==> config.mk <==
export PLATFORM = sky130hd
export DESIGN_NAME = echoing_line_editor_flat
export DESIGN_NICKNAME = d
export VERILOG_FILES = /design/src/rtl/ele_pkg.sv /design/src/rtl/ele_if.sv /design/src/rtl/ele_line_mem.sv /design/src/rtl/ele_ctrl.sv /design/src/rtl/echoing_line_editor.sv /design/src/flat_wrapper.sv
export SDC_FILE = /design/constraint.sdc
export NUM_CORES = 1
export LEC_CHECK = 0
export BUFFER_PORTS_ARGS = -buffer_cell sky130_fd_sc_hd__buf_2
export CAP_MARGIN = 15
export CORE_MARGIN = 2
export CORE_UTILIZATION = 60
export CTS_CLUSTER_SIZE = 25
export DETAILED_ROUTE_END_ITERATION = 6
export PLACE_DENSITY = 0.77
export SYNTH_ARGS = -nofsm -noshare
export SYNTH_HDL_FRONTEND = slang
export SYNTH_HIERARCHICAL = 1
export SYNTH_SLANG_ARGS = --single-unit
==> constraint.sdc <==
create_clock -name clk -period 8.8 [get_ports clk]
set_input_delay 0.44 -clock clk [delete_from_list [all_inputs] [get_ports clk]]
set_output_delay 0.44 -clock clk [all_outputs]
set_load 0.005 [all_outputs]
==> src/rtl/ele_pkg.sv <==
// Shared types and constants for the echoing line editor.
`timescale 1ns / 1ps
package ele_pkg;

  localparam int LINE_CAPACITY = 64;
  localparam int CODE_W        = 9;
  localparam int KIND_W        = 3;
  localparam int BYTE_W        = 8;
  localparam int MAX_LINE_W    = 7;
  localparam logic [MAX_LINE_W-1:0] MAX_LINE_RST = 7'd64;

  localparam logic [CODE_W-1:0] KEY_EOT   = 9'd4;
  localparam logic [CODE_W-1:0] KEY_BS    = 9'd8;
  localparam logic [CODE_W-1:0] KEY_LF    = 9'd10;
  localparam logic [CODE_W-1:0] KEY_CR    = 9'd13;
  localparam logic [CODE_W-1:0] KEY_NAK   = 9'd21;
  localparam logic [CODE_W-1:0] KEY_SPACE = 9'd32;
  localparam logic [CODE_W-1:0] KEY_TILDE = 9'd126;
  localparam logic [CODE_W-1:0] KEY_DEL   = 9'd127;

  localparam logic [BYTE_W-1:0] BYTE_NL = 8'd10;

  typedef enum logic [KIND_W-1:0] {
    KIND_ECHO  = 3'd0,
    KIND_ERASE = 3'd1,
    KIND_LINE  = 3'd2,
    KIND_EMPTY = 3'd3,
    KIND_EOI   = 3'd4
  } kind_t;

  typedef enum logic [1:0] {
    ST_IDLE,
    ST_ERASE,
    ST_EMPTY,
    ST_STREAM
  } state_t;

  typedef struct packed {
    logic we;
    logic re;
  } mem_ctl_t;

endpackage

==> src/rtl/ele_if.sv <==
// Handshake channel interfaces for input, result and configuration words.
`timescale 1ns / 1ps
interface ele_in_if;
  logic                       valid;
  logic                       ready;
  logic [ele_pkg::CODE_W-1:0] code;
  logic                       end_of_input;
  modport source (output valid, code, end_of_input, input ready);
  modport sink (input valid, code, end_of_input, output ready);
endinterface

interface ele_out_if;
  logic                       valid;
  logic                       ready;
  logic [ele_pkg::KIND_W-1:0] kind;
  logic [ele_pkg::BYTE_W-1:0] data;
  logic                       last;
  modport source (output valid, kind, data, last, input ready);
  modport sink (input valid, kind, data, last, output ready);
endinterface

interface ele_cfg_if;
  logic                           valid;
  logic                           ready;
  logic [ele_pkg::MAX_LINE_W-1:0] data;
  modport source (output valid, data, input ready);
  modport sink (input valid, data, output ready);
endinterface

==> src/rtl/ele_line_mem.sv <==
// Line byte store: one write port, one registered read port with enable.
`timescale 1ns / 1ps
module ele_line_mem #(
  parameter int LINE_CAPACITY = ele_pkg::LINE_CAPACITY,
  localparam int AW = $clog2(LINE_CAPACITY)
) (
  input  logic                       clk,
  input  ele_pkg::mem_ctl_t          ctl,
  input  logic [AW-1:0]              waddr,
  input  logic [ele_pkg::BYTE_W-1:0] wdata,
  input  logic [AW-1:0]              raddr,
  output logic [ele_pkg::BYTE_W-1:0] rdata
);

  logic [ele_pkg::BYTE_W-1:0] mem [LINE_CAPACITY];
  logic [ele_pkg::BYTE_W-1:0] rdata_r;

  always_ff @(posedge clk) begin
    if (ctl.we) begin
      mem[waddr] <= wdata;
    end
  end

  always_ff @(posedge clk) begin
    if (ctl.re) begin
      rdata_r <= mem[raddr];
    end
  end

  assign rdata = rdata_r;

endmodule

==> src/rtl/ele_ctrl.sv <==
// Key decoder, line length tracking, result sequencer and output register.
`timescale 1ns / 1ps
module ele_ctrl #(
  parameter int LINE_CAPACITY = ele_pkg::LINE_CAPACITY,
  localparam int AW = $clog2(LINE_CAPACITY),
  localparam int LW = $clog2(LINE_CAPACITY + 1)
) (
  input  logic                           clk,
  input  logic                           rst_n,
  ele_in_if.sink                         in_ch,
  ele_out_if.source                      out_ch,
  input  logic [ele_pkg::MAX_LINE_W-1:0] max_line,
  output ele_pkg::mem_ctl_t              mem_ctl,
  output logic [AW-1:0]                  mem_waddr,
  output logic [ele_pkg::BYTE_W-1:0]     mem_wdata,
  output logic [AW-1:0]                  mem_raddr,
  input  logic [ele_pkg::BYTE_W-1:0]     mem_rdata
);

  localparam logic [ele_pkg::MAX_LINE_W-1:0] CAP_M = ele_pkg::MAX_LINE_W'(LINE_CAPACITY);

  ele_pkg::state_t            state_r, state_nxt;
  logic [LW-1:0]              len_r, len_nxt;
  logic [AW-1:0]              idx_r, idx_nxt;
  logic                       ov_r, ov_nxt;
  ele_pkg::kind_t             okind_r, okind_nxt;
  logic [ele_pkg::BYTE_W-1:0] odata_r, odata_nxt;
  logic                       olast_r, olast_nxt;

  logic                           out_free;
  logic                           acc;
  logic [ele_pkg::MAX_LINE_W-1:0] size;
  logic                           room;
  logic                           empty;
  logic                           printable;
  logic                           stream_last;

  always_comb begin
    if (max_line == '0) begin
      size = ele_pkg::MAX_LINE_W'(1);
    end else if (max_line > CAP_M) begin
      size = CAP_M;
    end else begin
      size = max_line;
    end
  end

  assign out_free    = !ov_r || out_ch.ready;
  assign in_ch.ready = (state_r == ele_pkg::ST_IDLE) && out_free;
  assign acc         = in_ch.valid && in_ch.ready;
  assign empty       = (len_r == '0);
  assign room        = ele_pkg::MAX_LINE_W'(len_r) < (size - ele_pkg::MAX_LINE_W'(1));
  assign printable   = (in_ch.code >= ele_pkg::KEY_SPACE) && (in_ch.code <= ele_pkg::KEY_TILDE);
  assign stream_last = (LW'(idx_r) == (len_r - LW'(1)));

  assign mem_waddr = len_r[AW-1:0];
  assign mem_wdata = in_ch.code[ele_pkg::BYTE_W-1:0];

  always_comb begin
    state_nxt   = state_r;
    len_nxt     = len_r;
    idx_nxt     = idx_r;
    ov_nxt      = ov_r && !out_ch.ready;
    okind_nxt   = okind_r;
    odata_nxt   = odata_r;
    olast_nxt   = olast_r;
    mem_ctl     = '0;
    mem_raddr   = '0;

    unique case (state_r)
      ele_pkg::ST_IDLE: begin
        if (acc) begin
          idx_nxt = '0;
          priority if (in_ch.end_of_input) begin
            if (empty) begin
              ov_nxt    = 1'b1;
              okind_nxt = ele_pkg::KIND_EOI;
              odata_nxt = '0;
              olast_nxt = 1'b1;
            end else begin
              mem_ctl.re = 1'b1;
              state_nxt  = ele_pkg::ST_STREAM;
            end
          end else if (in_ch.code == ele_pkg::KEY_LF || in_ch.code == ele_pkg::KEY_CR) begin
            ov_nxt    = 1'b1;
            okind_nxt = ele_pkg::KIND_ECHO;
            odata_nxt = ele_pkg::BYTE_NL;
            olast_nxt = 1'b0;
            if (empty) begin
              state_nxt = ele_pkg::ST_EMPTY;
            end else begin
              mem_ctl.re = 1'b1;
              state_nxt  = ele_pkg::ST_STREAM;
            end
          end else if (in_ch.code == ele_pkg::KEY_EOT) begin
            if (empty) begin
              ov_nxt    = 1'b1;
              okind_nxt = ele_pkg::KIND_EOI;
              odata_nxt = '0;
              olast_nxt = 1'b1;
            end
          end else if (in_ch.code == ele_pkg::KEY_BS || in_ch.code == ele_pkg::KEY_DEL) begin
            if (!empty) begin
              len_nxt   = len_r - LW'(1);
              ov_nxt    = 1'b1;
              okind_nxt = ele_pkg::KIND_ERASE;
              odata_nxt = '0;
              olast_nxt = 1'b1;
            end
          end else if (in_ch.code == ele_pkg::KEY_NAK) begin
            if (!empty) begin
              state_nxt = ele_pkg::ST_ERASE;
            end
          end else if (printable && room) begin
            mem_ctl.we = 1'b1;
            len_nxt    = len_r + LW'(1);
            ov_nxt     = 1'b1;
            okind_nxt  = ele_pkg::KIND_ECHO;
            odata_nxt  = in_ch.code[ele_pkg::BYTE_W-1:0];
            olast_nxt  = 1'b1;
          end
        end
      end
      ele_pkg::ST_ERASE: begin
        if (out_free) begin
          len_nxt   = len_r - LW'(1);
          ov_nxt    = 1'b1;
          okind_nxt = ele_pkg::KIND_ERASE;
          odata_nxt = '0;
          olast_nxt = (len_r == LW'(1));
          if (len_r == LW'(1)) begin
            state_nxt = ele_pkg::ST_IDLE;
          end
        end
      end
      ele_pkg::ST_EMPTY: begin
        if (out_free) begin
          ov_nxt    = 1'b1;
          okind_nxt = ele_pkg::KIND_EMPTY;
          odata_nxt = '0;
          olast_nxt = 1'b1;
          state_nxt = ele_pkg::ST_IDLE;
        end
      end
      ele_pkg::ST_STREAM: begin
        if (out_free) begin
          ov_nxt    = 1'b1;
          okind_nxt = ele_pkg::KIND_LINE;
          odata_nxt = mem_rdata;
          olast_nxt = stream_last;
          if (stream_last) begin
            len_nxt   = '0;
            state_nxt = ele_pkg::ST_IDLE;
          end else begin
            idx_nxt    = idx_r + AW'(1);
            mem_ctl.re = 1'b1;
            mem_raddr  = idx_r + AW'(1);
          end
        end
      end
      default: begin
        state_nxt = ele_pkg::ST_IDLE;
      end
    endcase
  end

  always_ff @(posedge clk) begin
    if (!rst_n) begin
      state_r <= ele_pkg::ST_IDLE;
      len_r   <= '0;
      ov_r    <= 1'b0;
    end else begin
      state_r <= state_nxt;
      len_r   <= len_nxt;
      ov_r    <= ov_nxt;
    end
  end

  always_ff @(posedge clk) begin
    idx_r   <= idx_nxt;
    okind_r <= okind_nxt;
    odata_r <= odata_nxt;
    olast_r <= olast_nxt;
  end

  assign out_ch.valid = ov_r;
  assign out_ch.kind  = okind_r;
  assign out_ch.data  = odata_r;
  assign out_ch.last  = olast_r;

endmodule

==> src/rtl/echoing_line_editor.sv <==
// Top level of the echoing line editor: size register, sequencer and line store.
// An item that causes one result shows it on the output register in the cycle after acceptance.
// A line streams out one byte per cycle while the output is taken; the first store read is issued at acceptance.
// The next item is accepted once the last result is taken, or in the cycle it is taken.
// rst_n clears the line length and sets max_line to 64; the store itself is not cleared.
`timescale 1ns / 1ps
module echoing_line_editor #(
  parameter int LINE_CAPACITY = ele_pkg::LINE_CAPACITY
) (
  input  logic       clk,
  input  logic       rst_n,
  ele_in_if.sink     in_ch,
  ele_out_if.source  out_ch,
  ele_cfg_if.sink    cfg_ch
);

  localparam int AW = $clog2(LINE_CAPACITY);

  logic [ele_pkg::MAX_LINE_W-1:0] max_line_r;
  ele_pkg::mem_ctl_t              mem_ctl;
  logic [AW-1:0]                  mem_waddr;
  logic [AW-1:0]                  mem_raddr;
  logic [ele_pkg::BYTE_W-1:0]     mem_wdata;
  logic [ele_pkg::BYTE_W-1:0]     mem_rdata;

  assign cfg_ch.ready = 1'b1;

  always_ff @(posedge clk) begin
    if (!rst_n) begin
      max_line_r <= ele_pkg::MAX_LINE_RST;
    end else if (cfg_ch.valid) begin
      max_line_r <= cfg_ch.data;
    end
  end

  ele_ctrl #(
    .LINE_CAPACITY(LINE_CAPACITY)
  ) u_ctrl (
    .clk      (clk),
    .rst_n    (rst_n),
    .in_ch    (in_ch),
    .out_ch   (out_ch),
    .max_line (max_line_r),
    .mem_ctl  (mem_ctl),
    .mem_waddr(mem_waddr),
    .mem_wdata(mem_wdata),
    .mem_raddr(mem_raddr),
    .mem_rdata(mem_rdata)
  );

  ele_line_mem #(
    .LINE_CAPACITY(LINE_CAPACITY)
  ) u_mem (
    .clk  (clk),
    .ctl  (mem_ctl),
    .waddr(mem_waddr),
    .wdata(mem_wdata),
    .raddr(mem_raddr),
    .rdata(mem_rdata)
  );

endmodule

==> src/flat_wrapper.sv <==
// flat-port wrapper written by rule: the top's interface ports become plain ports
module echoing_line_editor_flat 
#(
  parameter int LINE_CAPACITY = ele_pkg::LINE_CAPACITY
)
  (clk, rst_n, in_ch_valid, in_ch_code, in_ch_end_of_input, in_ch_ready, out_ch_valid, out_ch_kind, out_ch_data, out_ch_last, out_ch_ready, cfg_ch_valid, cfg_ch_data, cfg_ch_ready);
  ele_in_if in_ch_i ();
  ele_out_if out_ch_i ();
  ele_cfg_if cfg_ch_i ();
  input  logic clk;
  input  logic rst_n;
  input wire logic [$bits(in_ch_i.valid)-1:0] in_ch_valid;
  input wire logic [$bits(in_ch_i.code)-1:0] in_ch_code;
  input wire logic [$bits(in_ch_i.end_of_input)-1:0] in_ch_end_of_input;
  output wire logic [$bits(in_ch_i.ready)-1:0] in_ch_ready;
  output wire logic [$bits(out_ch_i.valid)-1:0] out_ch_valid;
  output wire logic [$bits(out_ch_i.kind)-1:0] out_ch_kind;
  output wire logic [$bits(out_ch_i.data)-1:0] out_ch_data;
  output wire logic [$bits(out_ch_i.last)-1:0] out_ch_last;
  input wire logic [$bits(out_ch_i.ready)-1:0] out_ch_ready;
  input wire logic [$bits(cfg_ch_i.valid)-1:0] cfg_ch_valid;
  input wire logic [$bits(cfg_ch_i.data)-1:0] cfg_ch_data;
  output wire logic [$bits(cfg_ch_i.ready)-1:0] cfg_ch_ready;
  assign in_ch_i.valid = in_ch_valid;
  assign in_ch_i.code = in_ch_code;
  assign in_ch_i.end_of_input = in_ch_end_of_input;
  assign in_ch_ready = in_ch_i.ready;
  assign out_ch_valid = out_ch_i.valid;
  assign out_ch_kind = out_ch_i.kind;
  assign out_ch_data = out_ch_i.data;
  assign out_ch_last = out_ch_i.last;
  assign out_ch_i.ready = out_ch_ready;
  assign cfg_ch_i.valid = cfg_ch_valid;
  assign cfg_ch_i.data = cfg_ch_data;
  assign cfg_ch_ready = cfg_ch_i.ready;
  echoing_line_editor #(.LINE_CAPACITY(LINE_CAPACITY)) u_core (.clk(clk), .rst_n(rst_n), .in_ch(in_ch_i), .out_ch(out_ch_i), .cfg_ch(cfg_ch_i));
endmodule
# Word level (Yosys, flattened, before mapping)
# Memories as Yosys holds them, arrays and structs flattened. A register that Yosys moved wholly into a read port is not among the register bits.
# Index checks and enable logic that the tools add are counted.
[op_classes]
n_lt_le_gt_ge = 4
n_addsub = 4
n_reduce_logical = 22
n_mux = 101
n_eq_ne = 33
[op_table]
columns = ["operator", "n"]
rows = [
  ["$mux W7", 13],
  ["$mux W8", 11],
  ["$mux W1", 37],
  ["$mux W3", 12],
  ["$mux W6", 6],
  ["$mux W2", 14],
  ["$eq A9 B4 Y1 const B", 3],
  ["$pmux W8 S3", 1],
  ["$reduce_and A11 Y1", 2],
  ["$pmux W7 S3", 1],
  ["$ne A2 B2 Y1 const B", 10],
  ["$logic_not A7 Y1", 2],
  ["$sub A7 B1 Y7 const B", 2],
  ["$ne A6 B6 Y1 const B", 2],
  ["$pmux W3 S4", 1],
  ["$pmux W6 S2", 1],
  ["$eq A9 B3 Y1 const B", 1],
  ["$eq A9 B5 Y1 const B", 1],
  ["$eq A9 B7 Y1 const B", 1],
  ["$ge A9 B6 Y1 const B", 1],
  ["$le A9 B7 Y1 const B", 1],
  ["$ne A3 B3 Y1 const B", 3],
  ["$ne A4 B4 Y1 const B", 2],
  ["$pmux W2 S4", 1],
  ["26 further kinds", 35],
]
[totals]
mem_count = 1
ff_bits = 35
output_inout_bits = 15
in_bits = 22
ramBits = 512
word_cells = 173
[memory_table]
columns = ["name", "words", "width", "read_ports", "rd_ports_with_merged_regs", "wr", "line", "source"]
rows = [
  ["u_core.u_mem.mem", 64, 8, 1, 1, 1, "ele_line_mem.sv:15", "logic [ele_pkg::BYTE_W-1:0] mem [LINE_CAPACITY];"],
]

# Logic depth before layout (Yosys ltp)
[depth]
depth_word = 16
depth_mapped = 18
depth_no_buf = 14

# By module
# Netlist, hierarchy kept.
[by_module_without_submodules]
columns = ["mod", "instances", "cells_each", "seq_area_each_um2", "area_per_inst_um2"]
rows = [
  ["ele_line_mem", 1, 972, 15615.0, 20270.7],
  ["ele_ctrl", 1, 316, 740.7, 2590.0],
  ["echoing_line_editor", 1, 24, 140.1, 274.0],
]

# Worst setup path before layout
# OpenSTA, ideal clock, no wires.
[synth_timing]
path_type = "register to register"
startpoint = "reg u_core/max_line_r[0] (netlist name)"
endpoint = "mem u_core/u_mem/mem[33][0] (netlist name) (enable)"
synth_period_minus_slack_ns = 4.176
path_slack_ns = 4.624
arrival_time_ns = 3.806
stages_incl_launch_ff = 15
setup_ns = 0.370
required_ns = 8.430
n_path_buf = 2
path_cell_list = "dfxtp_1 or3_1 clkbuf_1 nor4b_1 nor3_1 ha_1 a21oi_1 nor2_1 or3_1 nor2_1 nor4b_1 nand2_1 or3_1 clkbuf_1 nor2_1"
[synth_rtl]
columns = ["item", "line", "source"]
rows = [
  ["from (decl)", "echoing_line_editor.sv:19", "logic [ele_pkg::MAX_LINE_W-1:0] max_line_r;"],
  ["from (signal assigned)", "echoing_line_editor.sv:30", "max_line_r <= ele_pkg::MAX_LINE_RST;"],
  ["from (signal assigned)", "echoing_line_editor.sv:32", "max_line_r <= cfg_ch.data;"],
  ["to (decl)", "ele_line_mem.sv:15", ""],
]

# Final worst setup path
[layout_timing]
startpoint = "reg u_core.u_ctrl.len_r[0]"
endpoint = "reg u_core.u_mem.rdata_r (netlist bit u_core/u_mem/rdata[4]) (read register of u_core.u_mem.mem) (data pin)"
[layout_via]
word_cells_on_any_way = 13
classes_between = "add/sub: 1; eq/ne: 1; mux: 10; reduce/logical: 1"
[layout_rtl]
columns = ["item", "line", "source"]
rows = [
  ["from (decl)", "ele_ctrl.sv:23", "logic [LW-1:0] len_r, len_nxt;"],
  ["from (signal assigned)", "ele_ctrl.sv:174", "len_r <= len_nxt;"],
  ["$sub A7 B1 Y7", "ele_ctrl.sv:54", "assign stream_last = (LW'(idx_r) == (len_r - LW'(1)));"],
  ["$eq A6 B7 Y1", "ele_ctrl.sv:54", ""],
  ["$mux W6", "ele_ctrl.sv:151", "if (stream_last) begin"],
  ["$mux W6", "ele_ctrl.sv:146", "if (out_free) begin"],
  ["$mux W6", "ele_ctrl.sv:70", "unique case (state_r)"],
  ["net u_core.mem_raddr[0]", "echoing_line_editor.sv:22", "logic [AW-1:0] mem_raddr;"],
  ["to (decl)", "ele_line_mem.sv:16", "logic [ele_pkg::BYTE_W-1:0] rdata_r;"],
]
# The timed path passes the listed nets, and every way through them passes these cells.
# A chain may end at the register's enable or synchronous reset.

==> summary.txt <==
Synth
  • Seq/Total Area, Yosys: 71.30%
  • Synth Area in Adders: 0.8112%
  • Distinct cells, synth: 73
  • Syn nets: between 1000 and 1500
  • Syn avg cell area: 17.63 µm²
  • Complex-gate fraction of the synthesized area: 4.602%
  • Ys Warns: 6
  • Cells after synthesis: 1312
  • Number of enable flip-flop cells after synthesis: 538
  • Multiplexer share of the synthesized area: between 10% and 20%
  • Netlist Area Pre-Place: 0.02313 mm²
  • Post-synth top flop: edfxtp_1
  • Flop and latch count out of synthesis: 555
  • Synth Area in Simple Gates: about 6.4%
  • Async set or reset register ratio after synthesis: 0%
  • Largest family of logic cells by synthesized area: multiplexers
  • XOR/XNOR Fraction of Synth Area: less than 1%

Cells and area
  • NumNets Final: 1371
  • Ratio of cells with drive above 1 in the final layout: 19.51%
  • Fin util: 66.63%
  • Final instance area: 0.02522 mm²
  • ANT cells: 0
  • Area Growth Syn to Fin: 8.994%

CTS
  • Resize count post-CTS: 0
  • H-tree depth: 2
  • Clock Tree Buf Depth: 3
  • Root Buffer: clkbuf_16
  • Setup bufs post-CTS: 0
  • CTS tree: yes
  • Clock Latency Late Sink: 0.61 ns
  • Clock Sinks: 555
  • CTS buffer count: 53
  • Hold Buf Count CTS: 0
  • Register clock-pin slew on the reported worst setup and hold paths: 0.06 ns

Hold path
  • Hold Path Class: input pin to register

Critical path
  • WP data arrival: 6.12 ns
  • Startpoint Class: register
  • Crit path max fanout: 78
  • Crit path buffers/inverters: 2
  • Crit. End Element: register
  • Critical Path, Cell by Cell: inv_1 -> ha_1 -> or3b_1 -> nor4_1 -> nor4_4 -> a31oi_2 -> nand2_1 -> nor2_4 -> buf_12 -> mux4_2 -> o22ai_1 -> o21ai_0 -> a22o_1
  • Worst path required time: 9.14 ns
  • Cell family with most CP delay: simple AND/OR/NAND/NOR gates
  • CP peak stage delay: 0.63 ns
  • Critical path class: register to register
  • CP max-delay cell: mux4_2

STA
  • Clock Skew: 0.02723 ns
  • Rel. slew slack: about 6.2%
  • Hold Vio Cnt, Final: 0
  • Final period utilization: 65.68%
  • Unrepaired setup endpoints after global routing: false
  • Final worst slack: 3.020 ns
  • Worst-Margin Slew: 1.407 ns
  • Fmax: 173.0 MHz
  • Setup violators final: 0
  • Max-slew violations: 0
  • Post-route setup TNS: 0 ns
  • Tmin final: roughly 5.8 ns

Floorplanning
  • Die height: 200.4 µm
  • Initial Utilization: 61.13%
  • IO Count: 37
  • Num rows: 71
  • Die area: 0.04014 mm²
  • Chip Width: between 200 and 250 µm
  • Core ar.: 0.03784 mm²

Global route
  • Initial antenna violation count: 0
  • GRT Total Usage: 27.43%
  • First-pass GRT wire length: between 80000 and 90000 µm
  • Largest net degree at the start of global routing: 110
  • Vias in the first global route: 12880
  • Grt ovf: 0

Detailed routing
  • Vias per inst: 6.859
  • First-iteration detailed-routing DRC count: roughly 1600
  • Vias post-DR: 12930
  • WL/cell: between 20 and 30 µm
  • Final wirelength: around 54000 µm
  • Met1 WL: 20040 µm
  • Top routing layer in use: met4
  • # DRC: 0
  • Met2 WL post-DR: about 26000 µm
  • Drt pass-1 iters: 5
  • Post-route ant nets: 0
  • Met3 wire length: 5588 µm

Run status
  • Status: finished clean

Placement
  • Placed cell area: 0.02363 mm²
  • Place WS: roughly 3.1 ns
  • Routability Congestion: 0.9121
  • Dpl hpwl: 32090 µm
  • I/O Buffers: 35

Power
  • Static Leak: 7.823 nW
  • Pwr/cell area: 215.8 mW/mm²
  • Worst VDD drop: 0.0001566 V

Flow run
  • Max-cap viol count: 0
sequential cells by signal, summed over array words and instances (netlist names):
signal / flops
u_core/max_line_r: 7
u_core/u_ctrl/idx_r: 6
u_core/u_ctrl/len_r: 7
u_core/u_ctrl/out_ch.data: 8
u_core/u_ctrl/out_ch.kind: 3
u_core/u_ctrl/out_ch.last: 1
u_core/u_ctrl/out_ch.valid: 1
u_core/u_ctrl/state_r: 2
u_core/u_mem/mem: 512
u_core/u_mem/rdata: 8
area by class of cell:
class / instances / area [µm²]
clock buffer: 66 / 1375
clock inverter: 29 / 206.4
fill: 2415 / 12630
inverter: 19 / 71.32
multi-input combinational: 650 / 6077
sequential: 555 / 16500
tap: 511 / 639.4
timing repair buffer: 55 / 350.3
metrics by stage:
stage          hold WS [ns]  power, mW  instances
3_5_place_dp         0.5021      3.375       1790
6_report            0.06150      5.443       1885
2_1_floorplan        0.4677      3.257       1312
3_3_place_gp         0.4862      3.365       1790
5_1_grt             0.07601      5.601       1885
4_1_cts             0.04758      5.454       1885
report_power, final:
part / switching [mW] / leakage (nW) / internal (mW)
Sequential: 0.0462 / 4.99 / 2.94
Combinational: 0.224 / 2.06 / 0.119
Clock: 0.945 / 0.775 / 1.17
Total: 1.22 / 7.82 / 4.23
metal layers:
layer / global-route usage (%) / vias to the layer above
met5: 0 / -
met4: 12.22 / 0
met3: 4.979 / 151
met2: 42.88 / 850
met1: 38.50 / 6608
li1: - / 5321
logic make-up (layout without fill, tap and decap cells):
family                     after synthesis  after routing
DFF                                    555            555
and+or+nand+nor                        309            309
muxes                                  158            158
AOI/OAI and AO/OA                      149            149
buffers and inverters                  107            169
xor gates and xnor gates                17             17
adders and majority gates               15             15
other                                    2              2
worst paths after layout:
check | slack, ns | cells after the start | to | startpoint
max | 3.02 | 13 | u_core/u_mem/rdata[4]$_DFFE_PP_ | u_core/u_ctrl/len_r[0]$_SDFFE_PN0P_
min | 0.06 | 3 | u_core/max_line_r[6]$_SDFFE_PN1P_ | cfg_ch_data[6]
max reg2reg | 3.02 | 13 | u_core/u_mem/rdata[4]$_DFFE_PP_ | u_core/u_ctrl/len_r[0]$_SDFFE_PN0P_
min reg2reg | 0.53 | 2 | u_core/u_ctrl/state_r[0]$_SDFFE_PN0P_ | u_core/u_ctrl/state_r[0]$_SDFFE_PN0P_
synth_stat cells, types with 5 or more instances:
master / n / area, µm²
a21oi_1: 16 / 80.08
a221oi_1: 7 / 61.31
a222oi_1: 6 / 60.06
a22oi_1: 10 / 75.07
a31oi_1: 8 / 50.05
and3_1: 5 / 31.28
buf_2: 17 / 85.08
buf_4: 24 / 180.2
buf_6: 8 / 90.09
clkbuf_1: 36 / 135.1
dfxtp_1: 17 / 340.3
edfxtp_1: 538 / 16160
ha_1: 15 / 187.7
inv_1: 17 / 63.81
mux2i_1: 33 / 330.3
mux4_2: 124 / 2793
nand2_1: 49 / 183.9
nand2b_1: 9 / 56.30
nand3_1: 29 / 145.1
nand3b_1: 6 / 45.04
nand4_1: 6 / 37.54
nor2_1: 129 / 484.2
nor2b_1: 17 / 106.4
nor3_1: 16 / 80.08
nor4_1: 9 / 56.30
o211ai_1: 5 / 37.54
o21a_1: 5 / 37.54
o21ai_0: 20 / 100.1
o221ai_1: 7 / 61.31
o22ai_1: 24 / 150.1
o31ai_1: 8 / 60.06
or2_2: 7 / 43.79
or3_1: 7 / 43.79
xnor2_1: 5 / 43.79
xor2_1: 11 / 96.34
worst reg2reg max path: stages (launching register included):
cell and delay, ns:
dfxtp_1 0.50, inv_1 0.20, ha_1 0.25, or3b_1 0.46, nor4_1 0.58, nor4_4 0.07
a31oi_2 0.31, nand2_1 0.34, nor2_4 0.61, buf_12 0.56, mux4_2 0.75, o22ai_1 0.24
o21ai_0 0.31, a22o_1 0.35
layout by cell type, fill, tap and decap left out, types with 5 or more instances in the layout:
master	synthesis	routed
o211ai_1	5	5
a222oi_1	6	6
o21a_1	5	5
a221oi_1	7	7
buf_4	24	18
o31ai_1	8	8
o221ai_1	7	7
nand2_1	49	49
or2_2	7	7
a31oi_1	8	8
nand3b_1	6	6
a22oi_1	10	10
a21oi_1	16	16
nor3_1	16	16
nand4_1	6	6
nor2b_1	17	17
clkinv_2	0	7
clkbuf_16	0	53
clkinv_1	2	17
inv_1	17	17
dfxtp_1	17	17
o22ai_1	24	24
ha_1	15	15
xor2_1	11	11
mux2i_1	33	33
nand3_1	29	29
clkbuf_1	36	13
edfxtp_1	538	538
nand2b_1	9	9
mux4_2	124	124
o21ai_0	20	20
xnor2_1	5	5
nor4_1	9	9
or3_1	7	7
and3_1	5	5
buf_2	17	35
nor2_1	129	124
Power figures use the tool's default switching activity.
